## config.mk

```make
export PLATFORM = sky130hd
export DESIGN_NAME = four_channel_compare_tick_generator_unit
export DESIGN_NICKNAME = d
export VERILOG_FILES = /design/src/sv/fctg_pkg.sv /design/src/sv/four_channel_compare_tick_generator_unit.sv /design/src/sv/fctg_cfg_regs.sv /design/src/sv/fctg_core.sv /design/src/sv/fctg_result_reg.sv
export SDC_FILE = /design/constraint.sdc
export NUM_CORES = 1
export LEC_CHECK = 0
export ABC_AREA = 1
export BUFFER_PORTS_ARGS = -buffer_cell sky130_fd_sc_hd__clkbuf_2
export CAP_MARGIN = 20
export CORE_MARGIN = 2
export CORE_UTILIZATION = 55
export DETAILED_ROUTE_END_ITERATION = 6
export PLACE_DENSITY = 0.72
export SLEW_MARGIN = 20
export SYNTH_ARGS = -nofsm -noshare
export SYNTH_HDL_FRONTEND = slang
export SYNTH_HIERARCHICAL = 1
export SYNTH_SLANG_ARGS = --single-unit
```

## constraint.sdc

```tcl
create_clock -name clk_i -period 3 [get_ports clk_i]
set_input_delay 0.15 -clock clk_i [delete_from_list [all_inputs] [get_ports clk_i]]
set_output_delay 0.15 -clock clk_i [all_outputs]
set_load 0.1 [all_outputs]
```

## src/sv/fctg_pkg.sv

```systemverilog
// shared types, constants and reset tables for the four-channel compare tick generator
package fctg_pkg;

  localparam int CHANNELS     = 4;
  localparam int COUNT_BITS   = 16;
  localparam int REG_BITS     = 16;
  localparam int CH_BITS      = 2;
  localparam int OUT_BITS     = 4;
  localparam int CFG_IDX_BITS = 3;

  // register map: prescale first, then one interval per channel
  localparam int REG_PRESCALE      = 0;
  localparam int REG_INTERVAL_BASE = 1;
  localparam int INTERVAL_REGS     = 4;

  localparam logic [REG_BITS-1:0] PRESCALE_RESET = 16'd1440;

  typedef enum logic {
    CMD_TICK       = 1'b0,
    CMD_FLAG_WRITE = 1'b1
  } fctg_cmd_e;

  typedef struct packed {
    logic [REG_BITS-1:0]                prescale;
    logic [CHANNELS-1:0][REG_BITS-1:0]  interval;
  } fctg_cfg_t;

  typedef struct packed {
    logic [OUT_BITS-1:0] flags;
    logic [OUT_BITS-1:0] fired;
  } fctg_result_t;

  function automatic logic [REG_BITS-1:0] interval_reset(input int ch);
    logic [REG_BITS-1:0] v;
    unique case (ch)
      0:       v = 16'd50000;
      1:       v = 16'd5000;
      2:       v = 16'd500;
      default: v = 16'd50;
    endcase
    return v;
  endfunction

endpackage

```

## src/sv/four_channel_compare_tick_generator_unit.sv

```systemverilog
// top level of the four-channel compare tick generator
// Each transaction is a tick or a flag write and yields one result, registered in the
// input register and then, through the compare logic, in the result register; a new
// transaction is taken every cycle while the output is being drained (one transaction
// per cycle); prescaler, counter and compare values update as each one advances.
// Configuration writes are never stalled and must be made while idle.
module four_channel_compare_tick_generator_unit import fctg_pkg::*; (
  input  logic                    clk_i,
  input  logic                    rst_ni,
  input  logic                    cfg_valid_i,
  output logic                    cfg_ready_o,
  input  logic [CFG_IDX_BITS-1:0] cfg_index_i,
  input  logic [REG_BITS-1:0]     cfg_data_i,
  input  logic                    in_valid_i,
  output logic                    in_ready_o,
  input  logic                    cmd_i,
  input  logic [CH_BITS-1:0]      channel_i,
  input  logic                    flag_value_i,
  output logic                    out_valid_o,
  input  logic                    out_ready_i,
  output logic [OUT_BITS-1:0]     flags_o,
  output logic [OUT_BITS-1:0]     fired_o
);

  fctg_cfg_t    cfg;
  fctg_result_t res;
  logic         res_valid;
  logic         res_ready;

  fctg_cfg_regs u_cfg (
    .clk_i       (clk_i),
    .rst_ni      (rst_ni),
    .cfg_valid_i (cfg_valid_i),
    .cfg_ready_o (cfg_ready_o),
    .cfg_index_i (cfg_index_i),
    .cfg_data_i  (cfg_data_i),
    .cfg_o       (cfg)
  );

  fctg_core u_core (
    .clk_i        (clk_i),
    .rst_ni       (rst_ni),
    .cfg_i        (cfg),
    .in_valid_i   (in_valid_i),
    .in_ready_o   (in_ready_o),
    .cmd_i        (cmd_i),
    .channel_i    (channel_i),
    .flag_value_i (flag_value_i),
    .res_valid_o  (res_valid),
    .res_ready_i  (res_ready),
    .res_o        (res)
  );

  fctg_result_reg u_res (
    .clk_i       (clk_i),
    .rst_ni      (rst_ni),
    .res_valid_i (res_valid),
    .res_ready_o (res_ready),
    .res_i       (res),
    .out_valid_o (out_valid_o),
    .out_ready_i (out_ready_i),
    .flags_o     (flags_o),
    .fired_o     (fired_o)
  );

endmodule

```

## src/sv/fctg_cfg_regs.sv

```systemverilog
// configuration register file: prescale and per-channel intervals
module fctg_cfg_regs import fctg_pkg::*; (
  input  logic                    clk_i,
  input  logic                    rst_ni,
  input  logic                    cfg_valid_i,
  output logic                    cfg_ready_o,
  input  logic [CFG_IDX_BITS-1:0] cfg_index_i,
  input  logic [REG_BITS-1:0]     cfg_data_i,
  output fctg_cfg_t               cfg_o
);

  fctg_cfg_t cfg_q, cfg_d;

  assign cfg_ready_o = 1'b1;
  assign cfg_o       = cfg_q;

  always_comb begin
    cfg_d = cfg_q;
    if (cfg_valid_i) begin
      if (cfg_index_i == CFG_IDX_BITS'(REG_PRESCALE)) begin
        cfg_d.prescale = cfg_data_i;
      end
      for (int i = 0; i < CHANNELS; i++) begin
        if (i < INTERVAL_REGS && cfg_index_i == CFG_IDX_BITS'(REG_INTERVAL_BASE + i)) begin
          cfg_d.interval[i] = cfg_data_i;
        end
      end
    end
  end

  always_ff @(posedge clk_i or negedge rst_ni) begin
    if (!rst_ni) begin
      cfg_q.prescale <= PRESCALE_RESET;
      for (int i = 0; i < CHANNELS; i++) begin
        cfg_q.interval[i] <= interval_reset(i);
      end
    end else begin
      cfg_q <= cfg_d;
    end
  end

endmodule

```

## src/sv/fctg_core.sv

```systemverilog
// input register, prescaler, main counter and compare channels
module fctg_core import fctg_pkg::*; (
  input  logic               clk_i,
  input  logic               rst_ni,
  input  fctg_cfg_t          cfg_i,
  input  logic               in_valid_i,
  output logic               in_ready_o,
  input  logic               cmd_i,
  input  logic [CH_BITS-1:0] channel_i,
  input  logic               flag_value_i,
  output logic               res_valid_o,
  input  logic               res_ready_i,
  output fctg_result_t       res_o
);

  logic               s1_valid_q;
  fctg_cmd_e          s1_cmd_q;
  logic [CH_BITS-1:0] s1_ch_q;
  logic               s1_val_q;

  logic [REG_BITS-1:0]   pre_cnt_q, pre_cnt_d;
  logic [COUNT_BITS-1:0] main_cnt_q, main_cnt_d;
  logic [COUNT_BITS-1:0] cmp_q [CHANNELS];
  logic [COUNT_BITS-1:0] cmp_d [CHANNELS];
  logic [CHANNELS-1:0]   flag_q, flag_d;
  logic [CHANNELS-1:0]   hit;
  logic                  step;
  logic                  advance;

  assign advance     = s1_valid_q && res_ready_i;
  assign in_ready_o  = !s1_valid_q || res_ready_i;
  assign res_valid_o = s1_valid_q;

  always_comb begin
    step       = (s1_cmd_q == CMD_TICK) && (pre_cnt_q >= cfg_i.prescale);
    pre_cnt_d  = pre_cnt_q;
    main_cnt_d = main_cnt_q;
    if (s1_cmd_q == CMD_TICK) begin
      if (step) begin
        pre_cnt_d  = '0;
        main_cnt_d = COUNT_BITS'(main_cnt_q + 1'b1);
      end else begin
        pre_cnt_d  = REG_BITS'(pre_cnt_q + 1'b1);
      end
    end
    flag_d = flag_q;
    for (int i = 0; i < CHANNELS; i++) begin
      // compare against the value the counter steps onto
      hit[i]   = step && (main_cnt_d == cmp_q[i]);
      cmp_d[i] = hit[i] ? COUNT_BITS'(cmp_q[i] + COUNT_BITS'(cfg_i.interval[i])) : cmp_q[i];
      if (hit[i]) begin
        flag_d[i] = 1'b1;
      end
      if (s1_cmd_q == CMD_FLAG_WRITE && int'(s1_ch_q) == i) begin
        flag_d[i] = s1_val_q;
      end
    end
    res_o = '0;
    for (int j = 0; j < OUT_BITS; j++) begin
      if (j < CHANNELS) begin
        res_o.flags[j] = flag_d[j];
        res_o.fired[j] = hit[j];
      end
    end
  end

  always_ff @(posedge clk_i or negedge rst_ni) begin
    if (!rst_ni) begin
      s1_valid_q <= 1'b0;
    end else if (in_ready_o) begin
      s1_valid_q <= in_valid_i;
    end
  end

  always_ff @(posedge clk_i) begin
    if (in_ready_o && in_valid_i) begin
      s1_cmd_q <= fctg_cmd_e'(cmd_i);
      s1_ch_q  <= channel_i;
      s1_val_q <= flag_value_i;
    end
  end

  always_ff @(posedge clk_i or negedge rst_ni) begin
    if (!rst_ni) begin
      pre_cnt_q  <= '0;
      main_cnt_q <= '0;
      flag_q     <= '0;
      for (int i = 0; i < CHANNELS; i++) begin
        cmp_q[i] <= COUNT_BITS'(interval_reset(i));
      end
    end else if (advance) begin
      pre_cnt_q  <= pre_cnt_d;
      main_cnt_q <= main_cnt_d;
      flag_q     <= flag_d;
      for (int i = 0; i < CHANNELS; i++) begin
        cmp_q[i] <= cmp_d[i];
      end
    end
  end

endmodule

```

## src/sv/fctg_result_reg.sv

```systemverilog
// result register between the core and the output channel
module fctg_result_reg import fctg_pkg::*; (
  input  logic                clk_i,
  input  logic                rst_ni,
  input  logic                res_valid_i,
  output logic                res_ready_o,
  input  fctg_result_t        res_i,
  output logic                out_valid_o,
  input  logic                out_ready_i,
  output logic [OUT_BITS-1:0] flags_o,
  output logic [OUT_BITS-1:0] fired_o
);

  logic         valid_q;
  fctg_result_t data_q;

  assign res_ready_o = !valid_q || out_ready_i;
  assign out_valid_o = valid_q;
  assign flags_o     = data_q.flags;
  assign fired_o     = data_q.fired;

  always_ff @(posedge clk_i or negedge rst_ni) begin
    if (!rst_ni) begin
      valid_q <= 1'b0;
    end else if (res_ready_o) begin
      valid_q <= res_valid_i;
    end
  end

  always_ff @(posedge clk_i) begin
    if (res_ready_o && res_valid_i) begin
      data_q <= res_i;
    end
  end

endmodule

```

# Word-level counts from Yosys, hierarchy flattened
# Index checks and enable logic that the tools add are counted.
[totals]
out_inout_bits = 11
regBits = 194
elab_cells = 76
inputBits = 28
[op_classes]
bitwise_logic = 1
order_cmp = 1
mux = 11
n_eq_ne = 11
n_reduce_logical = 27
n_addsub = 6
[ops]
columns = ["operator", "count"]
rows = [
  ["16-bit adder", 4],
  ["16-bit equality test", 4],
  ["16-bit 2-to-1 mux", 3],
  ["16-bit by 1-bit adder with 16-bit output, second input constant", 2],
  ["2-bit AND reduction", 10],
  ["16-bit greater-or-equal comparator", 1],
  ["1-bit logical AND", 11],
  ["1-bit 2-to-1 mux", 8],
  ["3-bit by 2-bit equality test with 1-bit output, second input constant", 2],
  ["2-bit equality test, second input constant", 2],
  ["3-bit by 1-bit equality test with 1-bit output, second input constant", 1],
  ["3-bit equality test, second input constant", 1],
  ["3-bit zero test", 1],
  ["2-bit by 1-bit equality test with 1-bit output, second input constant", 1],
  ["1-bit zero test", 2],
  ["2-bit zero test", 1],
  ["1-bit logical OR", 2],
  ["1-bit inverter", 1],
]

# Logic depth before layout (Yosys ltp)
# Gate-level depths: netlist of run 1.
[depth]
depth_word = 8
depth_mapped = 26
ltp_nobuf = 24

# Modules after synthesis
# The synthesis of run 1 kept the hierarchy.
[by_module_without_submodules]
columns = ["module", "seq_area_each_um2", "area_each_um2", "instances", "cells_per_inst"]
rows = [
  ["fctg_core", 2672.6, 10025.9, 1, 1514],
  ["fctg_cfg_regs", 2031.9, 3288.2, 1, 358],
  ["fctg_result_reg", 265.3, 285.3, 1, 14],
]

# Least setup slack after synthesis of run 1
# Ideal clock, no wire load.
[synth_path]
path_kind = "register to register"
startpoint = "reg u_res.valid_q, in the netlist u_res/out_valid_o"
endpoint = "reg u_core.pre_cnt_q[14]"
required_ns = 2.868
synth_period_minus_slack_ns = 2.786
t_arrival_ns = 2.654
stages_incl_launch_ff = 16
path_slack_ns = 0.214
path_buffers = 0
cell_sequence = "dfrtp_1 nand2_1 nand2_1 nor2_2 inv_1 nor3_1 nand3_1 inv_1 nand2_1 nor2_1 nand2_1 nor2_1 nand2_1 nor2_1 xor2_1 nor2_1"
[synth_via]
elab_chain_cells = 4
[synth_rtl]
columns = ["item", "line", "rtl"]
rows = [
  ["from (decl)", "fctg_result_reg.sv:14", "logic valid_q;"],
  ["from (signal assigned)", "fctg_result_reg.sv:26", "valid_q <= res_valid_i;"],
  ["1-bit zero test", "fctg_result_reg.sv:17", "assign res_ready_o = !valid_q || out_ready_i;"],
  ["1-bit logical OR", "fctg_result_reg.sv:17", ""],
  ["named net res_ready", "four_channel_compare_tick_generator_unit.sv:28", "logic res_ready;"],
  ["1-bit logical AND", "fctg_core.sv:30", "assign advance = s1_valid_q && res_ready_i;"],
  ["2-bit AND reduction (no line)", "n/a", ""],
  ["to (signal assigned)", "fctg_core.sv:92", "pre_cnt_q <= pre_cnt_d;"],
  ["to (decl)", "fctg_core.sv:21", "logic [REG_BITS-1:0] pre_cnt_q, pre_cnt_d;"],
]
# The timed path passes the listed nets, and every way through them passes these cells.
# A chain may end at the register's enable or synchronous reset.

# Final worst setup path of run 1
[layout_path]
startpoint = "reg u_core.pre_cnt_q[15]"
endpoint = "reg u_core/cmp_q[30] (netlist bit)"
[layout_via]
elab_chain_cells = 7
[layout_rtl]
columns = ["item", "line", "rtl"]
rows = [
  ["16-bit greater-or-equal comparator (*)", "fctg_core.sv:35", "step = (s1_cmd_q == CMD_TICK) && (pre_cnt_q >= cfg_i.prescale);"],
  ["1-bit logical AND (*)", "fctg_core.sv:35", ""],
  ["16-bit 2-to-1 mux", "fctg_core.sv:39", "if (step) begin"],
  ["16-bit 2-to-1 mux", "fctg_core.sv:38", "if (s1_cmd_q == CMD_TICK) begin"],
  ["16-bit equality test", "fctg_core.sv:49", "hit[i] = step && (main_cnt_d == cmp_q[i]);"],
  ["1-bit logical AND (*)", "fctg_core.sv:49", ""],
  ["2-bit AND reduction (no line) (*)", "n/a", ""],
  ["to (signal, indexed assignment)", "fctg_core.sv:89", "cmp_q[i] <= COUNT_BITS'(interval_reset(i));"],
  ["to (signal, indexed assignment)", "fctg_core.sv:96", "cmp_q[i] <= cmp_d[i];"],
  ["to (decl)", "fctg_core.sv:23", "logic [COUNT_BITS-1:0] cmp_q [CHANNELS];"],
]
# Mark *: on every way between the ends. The rest lies on a longest branch, timed or not.

==> key figures, run 1 <==
Drt
  • Routed wire length: 47200 um
  • 1st-iter DRT viols: 1247
  • DRC: 4
  • Drt pass-1 iters: 7
  • Routed len/inst: roughly 20 um
  • Via Count: approximately 14000
  • Antenna Nets Post-Route: 0
  • Vias/cell: 5.62

STA
  • Hold Fails Final Rpt: 0
  • Worst slew margin: roughly 37%
  • Final setup violation count: slightly below 70
  • Period utilisation layout: 105%
  • Final Max Slew Viols: 0
  • RSZ-0062 raised after global routing: true
  • Final setup TNS: -6160 ps
  • Final worst clock skew: around 21 ps
  • Worst setup margin: -148 ps
  • Max Freq: about 320 MHz
  • Worst-Margin Slew: around 950 ps
  • Fin crit period: around 3100 ps
  • Final hold slack: ~24 ps

Setup path
  • FF-to-FF End: u_core/cmp_q[30]$_DFFE_PN0P_
  • Setup crit start: u_core/pre_cnt_q[15]$_DFFE_PN0P_
  • CP Class: flip-flop to flip-flop
  • Data arrival, critical path: around 3500 ps
  • Internal reg-to-reg setup slack: -150 ps
  • Critical path, cell by cell: ha_1 -> nand2_1 -> nor3_2 -> nand2_2 -> nand2_8 -> buf_12 -> buf_6 -> nand3_4 -> buf_6 -> nand3b_1 -> nand2_1 -> nor2_1 -> nand2_1 -> nor2_4 -> nand4_4 -> clkbuf_16 -> nand2_2 -> o21ai_1
  • Crit-path most repeated cell: nand2_1
  • CP max FO: 6
  • Worst Reg2Reg Path Length in Cells: 18
  • R2R Path Start: u_core/pre_cnt_q[15]$_DFFE_PN0P_
  • Delay-heaviest family, CP: simple AND/OR/NAND/NOR gates
  • Worst setup EP type: flip-flop
  • CP max stage cell: dfrtp_1
  • Startpoint types: flip-flop
  • Required time worst endpoint: 3340 ps
  • Peak per-stage delay on the critical path: approximately 420 ps
  • CP Buf/Inv Count: 4

Clock network
  • Htree depth: 4
  • Worst-Skew Late Latency: 450 ps
  • CTS root buf: clkbuf_16
  • Clk pin slew, worst setup/hold paths: around 90 ps
  • Num Clock Sinks: about 190
  • CTS tree: done
  • CTS Buf Count: 17
  • Maximum clock insertion buffer count: 2

Synthesis
  • Top FF cell, synth: dfrtp_1
  • Syn_nets: roughly 2000
  • Post-synth EDFFs: 12
  • Post-synthesis mux area share: 0%
  • Ys async rst share: about 94%
  • Synth Area in Adders: 7.77%
  • Post-Syn Area: around 14000 um^2
  • Seq/Total Area, Yosys: between 30% and 40%
  • Syn avg cell area: ~7.2 um^2
  • Top cells by area, synth: dfrtp_1 (25%), nand2_1 (18%), dfstp_2 (8.5%)
  • Most common cell in the netlist: nand2_1
  • Yosys top cell area share: between 20% and 30%
  • Commonest cells post-synth: nand2_1 (666), inv_1 (183), nand3_1 (178)
  • Synthesized instance count: roughly 1900
  • Compound-Gate Fraction of Synth Area: slightly below 7%
  • Synth unique cells: 48
  • Warnings from Yosys: 6
  • Seq cells post-synth: between 150 and 200
  • Synth Area in XOR/XNOR: 5.02%
  • Largest family of logic cells by synthesized area: simple AND/OR/NAND/NOR gates
  • Synth area leader: dfrtp_1
  • Synth Area in Simple Gates: 36.6%

Place
  • Count of input and output buffers: 37
  • DP Cell Count: between 2000 and 2500
  • Global placement routability congestion: 0.962
  • Dpl hpwl: 34300 um

Job
  • Max cap viols: 0

Final layout
  • Layout cells sized above 1: between 20% and 30%
  • Final nets: 2183
  • Final std cells w/o fill: 2410
  • N_diodes: 0
  • Layout area overhead: 26.5%

Hold path
  • Hold Crit Class: input pin to flip-flop
  • Hold Crit Start: out_ready_i
  • Hold path depth: 4
  • Min-Delay Endpoint: u_res/out_valid_o$_DFFE_PN0P_

Global route
  • GRT Total Usage: 35.0%
  • Antenna violations before repair: 0
  • Largest net degree at the start of global routing: 100
  • Global-route wire length before repair: slightly below 70000 um
  • Grt total ovfl: 0
  • Vias in the first global route: approximately 12000

Floorplan
  • Die width: roughly 160 um
  • Initial core utilization: between 50 and 60%
  • FP Rows: between 50 and 60
  • IO Count: 39
  • Die Y: around 160 um
  • Die area: ~26000 um^2
  • Core area: between 20000 and 25000 um^2

Run status
  • Failing checks: DRC, setup timing
  • Status: finished, violations left

Power
  • Leakage Power: approximately 9.0 nW
  • Max VDD drop: ~0.37 mV
  • PwrDens: ~760 nW/um^2
==> through the flow <==
stage	power [mW]	instance area, um^2	utilization (%)	setup slack [ps]
4_1_cts	11.9	15900	65.5	-73.0
3_5_place_dp	9.24	15000	61.9	-274
3_3_place_gp	9.15	15000	61.9	-259
5_1_grt	13.9	17200	70.7	-298
6_report	13.1	17200	70.7	-148
2_1_floorplan	7.20	13600	-	214
==> cells in the final DEF, fill, tap and decap left out, types with 44 or more instances in the layout <==
cell type / count
dfrtp_1: 138
nand2_1: 579
inv_1: 174
buf_4: 119
nor2_1: 111
ha_1: 72
nand3_1: 147
o21ai_0: 45
dfstp_2: 44
nand2_2: 80
a21oi_1: 59
xor2_1: 51
==> kinds of logic after synthesis <==
group / count (synthesis)
fa+ha+maj: 82
compound gates: 167
xor+xnor: 78
flops: 194
other cells: 1
simple gates: 1131
buf+inv: 233
==> metal layers <==
layer / track usage (%) / vias to the layer above / part of all wire (%)
li1: - / 6489 / -
met1: 49.2 / 6407 / 43
met2: 56.2 / 555 / 46
met3: 4.31 / 103 / 6.8
met4: 12.0 / 0 / 4.0
met5: 0 / - / 0
==> where the power goes <==
part	internal, mW	switching [mW]	total (mW)
logic	2.78	4.18	6.96
registers	3.21	0.592	3.80
clock network	1.16	1.21	2.37
total	7.15	5.98	13.1
==> registers in the layout, indices dropped and copies added, names as in the netlist <==
register            cells
u_core/s1_cmd_q         1
u_core/main_cnt_q      16
u_res/flags_o           4
u_cfg/cfg_o            80
u_core/pre_cnt_q       16
u_core/s1_val_q         1
u_core/cmp_q           64
u_core/s1_ch_q          2
u_res/fired_o           4
u_core/res_valid_o      1
u_core/flag_q           4
u_res/out_valid_o       1
==> worst reg2reg max path, stage by stage (launching register included) <==
cell and delay [ps]:
dfrtp_1 420, ha_1 320, nand2_1 140, nor3_2 260, nand2_2 130, nand2_8 150
buf_12 160, buf_6 100, nand3_4 140, buf_6 170, nand3b_1 100, nand2_1 70
nor2_1 90, nand2_1 90, nor2_4 150, nand4_4 180, clkbuf_16 250, nand2_2 50
o21ai_1 70
==> what timing repair did <==
item	4_1_cts	5_1_grt
endpoints found under the setup margin	76	76
setup buffers	0	19
resized for setup	42	251
pin swaps	10	54
hold buffers	6	0
endpoints found under the hold margin	77	0
gates cloned	3	8
==> worst max path at each step <==
stage,depth (start not counted),endpoint,slack (ps)
floorplan,15,u_core/pre_cnt_q[14]$_DFFE_PN0P_,210
global placement,17,u_res/flags_o[0]$_DFFE_PP_,-260
detailed placement,17,u_res/flags_o[0]$_DFFE_PP_,-270
CTS,20,u_core/cmp_q[48]$_DFFE_PN0P_,-70
global route,19,u_core/cmp_q[30]$_DFFE_PN0P_,-300
finish,18,u_core/cmp_q[30]$_DFFE_PN0P_,-150
==> final cells by class <==
cell class,instances,area [um^2]
Multi-Input combinational cell,1462,8650
Fill cell,2032,7120
Sequential cell,194,4970
Timing Repair Buffer,206,1830
Inverter,192,721
Clock buffer,18,439
Tap cell,324,405
Clock inverter,14,185
No activity file was read; power rests on OpenSTA's default activity.
==> run 2: changes to the inputs <==
--- a/config.mk
+++ b/config.mk
@@ -8,7 +8,6 @@
 export ABC_AREA = 1
 export BUFFER_PORTS_ARGS = -buffer_cell sky130_fd_sc_hd__clkbuf_2
 export CAP_MARGIN = 20
-export CORE_MARGIN = 2
 export CORE_UTILIZATION = 55
 export DETAILED_ROUTE_END_ITERATION = 6
 export PLACE_DENSITY = 0.72
==> run 2 against run 1 <==
Net effect: the run ends with setup timing left; final cell count up 0.83%; count of clock-buffer cells in the layout did not move; die area is 2.5% lower; power down 0.53%; final area rose by 0.49%; sequential share of layout area shrank 0.14 points.
==> key figures, run 2 (same netlist as run 1, synthesis figures left out) <==
Final layout
  • N_diodes: 0 (unchanged)
  • Layout area overhead: 27.1%
  • Max FFs per register: 80 (unchanged)
  • Commonest non-fill, non-tap cells in the layout: nand2_1 (572), inv_1 (176), nand3_1 (151), buf_4 (148), dfrtp_1 (138)
  • Final nets: 2203 (+0.92%)
  • Final std cells w/o fill: 2430 (+0.83%)
  • Commonest non-fill, non-tap cell in the layout: nand2_1
  • Layout cells sized above 1: 26.4% (+0.71 points)
  • Final Util: 71.1% (+0.34 points)
  • Design Area, Final: 17300 um^2 (+0.49%)

Power
  • Max VDD drop: 0.398 mV (+6.3%)
  • PwrDens: 755 nW/um^2 (-1.0%)
  • Total power: 13.1 mW (-0.53%)
  • Leakage Power: 9.10 nW (+1.1%)

Floorplan
  • Die area: 25400 um^2 (-2.5%)
  • IO Count: 39 (unchanged)
  • Die Y: 159 um (-1.2%)
  • FP Rows: 57 (unchanged)
  • Die width: 159 um (-1.2%)
  • Core area: 24300 um^2 (unchanged)
  • Initial core utilization: 55.9% (unchanged)

STA
  • Hold Fails Final Rpt: 0 (unchanged)
  • Fin crit period: 3160 ps (+8.74 ps)
  • Final setup violation count: 64 (-5.9%)
  • Final hold slack: 0.828 ps (-23.3 ps)
  • RSZ-0062 raised after global routing: true
  • Worst slew margin: 28.9% (-8.0 points)
  • Final Max Slew Viols: 0 (unchanged)
  • Final worst clock skew: 16.0 ps (-4.55 ps)
  • Worst-Margin Slew: 1070 ps (+119 ps)
  • Worst setup margin: -157 ps (-8.74 ps)
  • Final setup TNS: -6070 ps (+95.4 ps)
  • Period utilisation layout: 105% (+0.29 points)
  • Max Freq: 317 MHz (-0.28%)

Run status
  • Status: finished, violations left
  • Failing checks: setup timing

Setup path
  • Crit-path most repeated cell: nand2_1
  • Data arrival, critical path: 3560 ps (+70 ps)
  • CP Buf/Inv Count: 5 (+1)
  • CP Depth: 21 (+3)
  • Delay-heaviest family, CP: simple AND/OR/NAND/NOR gates
  • CP Class: flip-flop to flip-flop
  • Critical path, cell by cell: inv_1 -> ha_1 -> a21oi_2 -> o21ai_0 -> a21oi_2 -> nand2_4 -> buf_6 -> buf_16 -> nand2_1 -> nand2_4 -> buf_4 -> nand3_1 -> nand2_1 -> nor2_2 -> nand2_1 -> nor2_1 -> nand3_2 -> nor2_4 -> clkbuf_16 -> nand2_2 -> nand2_1
  • Worst Reg2Reg Path Length in Cells: 21 (+3)
  • Required time worst endpoint: 3400 ps (+60 ps)
  • CP max FO: 8 (+2)
  • Startpoint types: flip-flop
  • CP max stage cell: dfrtp_1
  • Peak per-stage delay on the critical path: 380 ps (-40 ps)
  • Worst setup EP type: flip-flop

Drt
  • 1st-iter DRT viols: 1397 (+12%)
  • Drt pass-1 iters: 5 (-2)
  • Antenna Nets Post-Route: 0 (unchanged)
  • DRC: 0 (-4)
  • Routed len/inst: 19.2 um (-1.7%)
  • Vias/cell: 5.72 (+1.6%)
  • Via Count: 13900 (+2.5%)
  • Routed wire length: 46800 um (-0.87%)

Clock network
  • CTS root buf: clkbuf_16
  • Clk pin slew, worst setup/hold paths: 90 ps (about the same)
  • Maximum clock insertion buffer count: 2 (unchanged)
  • CTS Buf Count: 17 (unchanged)
  • CTS tree: done
  • Htree depth: 4 (unchanged)
  • Worst-Skew Late Latency: 460 ps (about the same)
  • Num Clock Sinks: 194 (unchanged)

Job
  • Max cap viols: 0 (unchanged)

Global route
  • Grt total ovfl: 0 (unchanged)
  • Vias in the first global route: 13100 (+7.1%)
  • Antenna violations before repair: 0 (unchanged)
  • GRT Total Usage: 36.9% (+1.9 points)
  • Global-route wire length before repair: 72000 um (+4.2%)
  • Largest net degree at the start of global routing: 99 (-1.0%)

Hold path
  • Hold Crit Class: input pin to flip-flop
  • Hold path depth: 4 (unchanged)

Place
  • DP Cell Count: 2355 (+0.56%)
  • Placed cell area: 15200 um^2 (+0.79%)
  • Global placement routability congestion: 0.977 (+1.5%)
  • Dpl hpwl: 34000 um (-0.70%)
  • Place WS: -329 ps (-55.2 ps)
  • Count of input and output buffers: 37 (unchanged)
==> run 2: changes by cell type in the layout (fill, tap and decap cells not counted), moves of 3 or more <==
cell / before / now
nor2_2: 25 / 30
nand2_2: 80 / 83
inv_2: 18 / 15
o21ai_2: 13 / 10
buf_6: 26 / 17
buf_8: 0 / 3
nand2_4: 31 / 37
nor2_4: 18 / 14
nand3_2: 27 / 21
nand2_1: 579 / 572
clkinv_8: 7 / 3
buf_4: 119 / 148
nand3_1: 147 / 151
==> run 2: final timing paths <==
kind	start	endpoint	slack, ps
max	u_cfg/cfg_o[77]$_DFFE_PN0P_	u_core/cmp_q[42]$_DFFE_PN0P_	-160
min	out_ready_i	u_res/out_valid_o$_DFFE_PN0P_	0.8
max reg2reg	u_cfg/cfg_o[77]$_DFFE_PN0P_	u_core/cmp_q[42]$_DFFE_PN0P_	-160
min reg2reg	u_cfg/cfg_o[14]$_DFFE_PN1P_	u_cfg/cfg_o[14]$_DFFE_PN1P_	470
max in group asynchronous	rst_ni	u_cfg/cfg_o[40]$_DFFE_PN1P_	1780
min in group asynchronous	rst_ni	u_core/cmp_q[27]$_DFFE_PN0P_	330
==> run 2: worst min-delay path: cells and delay by family <==
kind / cells / cell delay [ps]
buf+inv: 2 / 120
simple gates: 2 / 140
==> run 2: report_power, final <==
part           switching (mW)  leakage (nW)  internal, mW
registers               0.568          2.39          3.21
logic                    4.17          6.41          2.70
clock network            1.20         0.298          1.21
total                    5.94          9.10          7.12
==> run 2: cell type report <==
class                           count  area [um^2]
Tap cell                          324          405
Sequential cell                   194         4970
Multi-Input combinational cell   1462         8650
Timing Repair Buffer              226         1930
Clock inverter                     14          181
Fill cell                        2011         7030
Inverter                          192          722
Clock buffer                       18          429
==> run 2: repair_timing <==
action,in CTS,in global routing
endpoints found under the setup margin,75,77
hold buffers,6,0
setup buffers,17,15
resized for setup,142,153
endpoints found under the hold margin,70,0
gates cloned,6,2
pin swaps,18,91
==> run 2: routing by layer <==
metal	GRT usage, %	up-vias	wire length [um]
li1	-	6532	-
met1	49.7	6596	19500
met2	60.6	623	21500
met3	5.24	140	3760
met4	13.6	0	1970
met5	0	-	0
==> run 3: changes to the inputs <==
--- a/config.mk
+++ b/config.mk
@@ -10,7 +10,7 @@
 export CAP_MARGIN = 20
 export CORE_UTILIZATION = 55
 export DETAILED_ROUTE_END_ITERATION = 6
-export PLACE_DENSITY = 0.72
+export PLACE_DENSITY = 0.75
 export SLEW_MARGIN = 20
 export SYNTH_ARGS = -nofsm -noshare
 export SYNTH_HDL_FRONTEND = slang
==> constraint.sdc (replaced) <==
create_clock -name clk_i -period 2.56 [get_ports clk_i]
set_input_delay 0.256 -clock clk_i [delete_from_list [all_inputs] [get_ports clk_i]]
set_output_delay 0.256 -clock clk_i [all_outputs]
set_load 0.1 [all_outputs]
==> run 3 against run 2 <==
Net effect: the flow finishes with violations (DRC, setup timing); final cell count rose by 2.1%; power rose by 17%; final area increased by 1.6%; non-clock buffer count is 51 higher; first-iteration DRC count is 9.3% higher; via count is 2.1% higher; routed wire length fell by 0.40%; flip-flop and latch count stayed put; sequential power up 15%.
==> key figures, run 3 (same netlist as run 1, synthesis figures left out) <==
Floorplan
  • Initial core utilization: 55.9% (unchanged)
  • Die Y: 159 um (unchanged)
  • Core area: 24300 um^2 (unchanged)
  • Die area: 25400 um^2 (unchanged)
  • IO Count: 39 (unchanged)
  • FP Rows: 57 (unchanged)
  • Die width: 159 um (unchanged)

Final layout
  • Multi-input logic area: 8560 um^2 (-1.1%)
  • Final nets: 2254 (+2.3%)
  • Max FFs per register: 80 (unchanged)
  • Final std cells w/o fill: 2481 (+2.1%)
  • Final Util: 72.2% (+1.1 points)
  • Layout area overhead: 29.1%
  • N_diodes: 0 (unchanged)
  • Layout cells sized above 1: 26.1% (-0.21 points)
  • Register Area: 4970 um^2 (about the same)
  • Commonest non-fill, non-tap cell in the layout: nand2_1
  • FILL cells: 1894 (-5.8%)
  • Commonest non-fill, non-tap cells in the layout: nand2_1 (599), buf_4 (207), inv_1 (179), nand3_1 (155), dfrtp_1 (137)

Setup path
  • CP Class: flip-flop to flip-flop
  • Data arrival, critical path: 3540 ps (-20 ps)
  • Startpoint types: flip-flop
  • Worst Reg2Reg Path Length in Cells: 20 (-4.8%)
  • Worst setup EP type: flip-flop
  • FF-to-FF End: u_core/cmp_q[30]$_DFFE_PN0P_
  • CP max FO: 7 (-1)
  • R2R Path Start: u_cfg/cfg_o[74]$_DFFE_PN1P_
  • Required time worst endpoint: 2880 ps (-520 ps)
  • Internal reg-to-reg setup slack: -660 ps (-500 ps)

Drt
  • Antenna Nets Post-Route: 0 (unchanged)
  • Routed len/inst: 18.8 um (-2.5%)
  • Drt pass-1 iters: 7 (+2)
  • Via Count: 14200 (+2.1%)
  • 1st-iter DRT viols: 1527 (+9.3%)
  • Vias/cell: 5.71 (about the same)
  • DRC: 3 (+3)
  • Routed wire length: 46600 um (-0.40%)

Job
  • Max cap viols: 0 (unchanged)

Power
  • Max VDD drop: 0.455 mV (+14%)
  • PwrDens: 871 nW/um^2 (+15%)
  • Leakage Power: 9.30 nW (+2.2%)

Clock network
  • Htree depth: 4 (unchanged)
  • Clk pin slew, worst setup/hold paths: 90 ps (about the same)
  • Num Clock Sinks: 194 (unchanged)
  • Worst-Skew Late Latency: 450 ps (about the same)
  • CTS root buf: clkbuf_16
  • Maximum clock insertion buffer count: 2 (unchanged)
  • CTS tree: done
  • CTS Buf Count: 17 (unchanged)

Place
  • Count of input and output buffers: 37 (unchanged)
  • Dpl hpwl: 33900 um (-0.38%)
  • Global placement routability congestion: 1.01 (+3.5%)
  • Place WS: -701 ps (-373 ps)
  • DP Cell Count: 2416 (+2.6%)

Global route
  • GRT Total Usage: 35.7% (-1.2 points)
  • Largest net degree at the start of global routing: 69 (-30%)
  • Global-route wire length before repair: 70200 um (-2.5%)
  • Antenna violations before repair: 1 (+1)
  • Vias in the first global route: 13100 (+0.046%)
  • Grt total ovfl: 0 (unchanged)

Hold path
  • Min-Delay Endpoint: u_core/res_valid_o$_DFFE_PN0N_
  • Hold path depth: 3 (-1)
  • Hold Crit Class: input pin to flip-flop
  • Hold Crit Start: in_valid_i

STA
  • Worst slew margin: 55.4% (+26 points)
  • Final Max Slew Viols: 0 (unchanged)
  • Max Freq: 311 MHz (-1.9%)
  • Hold Fails Final Rpt: 0 (unchanged)
  • Final worst clock skew: 16.2 ps (+0.153 ps)
  • Final setup violation count: 77 (+20%)
  • Final hold slack: 21.9 ps (+21.1 ps)
  • Fin crit period: 3220 ps (+60.3 ps)
  • RSZ-0062 raised after global routing: true
  • Worst setup margin: -657 ps (-500 ps)
  • Period utilisation layout: 126% (+20 points)
  • Worst-Margin Slew: 668 ps (-398 ps)

Run status
  • Failing checks: DRC, setup timing
  • Status: finished, violations left
-- run 3: changes by cell type in the layout (fill, tap and decap cells not counted), sizes merged --
cell,delta
bufinv,-1
clkbuf,+1
buf,+51
inv,-3
clkinv,+4
dlygate4sd3,-1
-- run 3: power by group --
group / leakage (nW) / switching, mW / internal, mW
clock network: 0.293 / 1.44 / 1.34
logic: 6.61 / 4.85 / 3.30
registers: 2.39 / 0.590 / 3.76
-- run 3: worst max-delay path by stage --
stage                                start                      endpoint  slack, ps  cells after the start
3_3_place_gp   u_cfg/cfg_o[74]$_DFFE_PN1P_    u_res/flags_o[0]$_DFFE_PP_       -680                     16
3_5_place_dp   u_cfg/cfg_o[74]$_DFFE_PN1P_    u_res/flags_o[0]$_DFFE_PP_       -700                     14
2_1_floorplan  u_cfg/cfg_o[69]$_DFFE_PN1P_  u_core/cmp_q[46]$_DFFE_PN0P_        -70                     22
5_1_grt        u_cfg/cfg_o[74]$_DFFE_PN1P_  u_core/cmp_q[57]$_DFFE_PN1P_       -740                     19
6_report       u_cfg/cfg_o[74]$_DFFE_PN1P_  u_core/cmp_q[30]$_DFFE_PN0P_       -660                     20
4_1_cts        u_cfg/cfg_o[74]$_DFFE_PN1P_  u_core/flag_q[2]$_DFFE_PN0P_       -570                     21
-- run 3: critical path, cell delays in order, from the launching register on --
cell and delay [ps]:
dfstp_2 550, inv_2 50, ha_4 260, nand4_1 110, nor3_2 250, nand2_2 130
nand2_8 160, clkbuf_16 180, nand2_4 60, nand2_8 120, nand2_8 100, nand2_4 80
nand2_1 50, nor2_1 100, nand2_1 60, nor2_2 140, buf_4 140, nand4_4 160
buf_12 220, nand2_2 50, o21ai_1 70
-- run 3: repair_timing --
action	4_1_cts	5_1_grt
endpoints found under the hold margin	60	0
setup buffers	2	16
gates resized for setup	53	156
endpoints found under the setup margin	77	79
cloned	2	8
pin swaps	9	35
hold buffers	5	0
-- run 3: metrics by stage --
step	total power [mW]	setup TNS, ps	cell area (um^2)
after floorplan	8.54	-1180	13700
after global placement	10.9	-47080	15700
after detailed placement	11.1	-48240	15700
after CTS	14.3	-36250	16600
after global routing	16.2	-51140	17600
final	15.3	-42080	17600
-- run 3: metal layers --
metal / share of wire [%] / global-route usage (%) / vias up
li1: - / - / 6638
met2: 46 / 56.7 / 757
met3: 9.5 / 6.90 / 147
met4: 3.9 / 14.2 / 2
met1: 41 / 48.0 / 6634
met5: 0.028 / 0 / -
-- run 3: area by class of cell --
| cell class | instances | area share [%] |
|---|---|---|
| multi-input combinational | 1462 | 48.7 |
| sequential | 194 | 28.3 |
| timing repair buffer | 277 | 13.0 |
| inverter | 192 | 4.15 |
| clock buffer | 18 | 2.44 |
| tap | 324 | 2.31 |
| clock inverter | 14 | 1.04 |
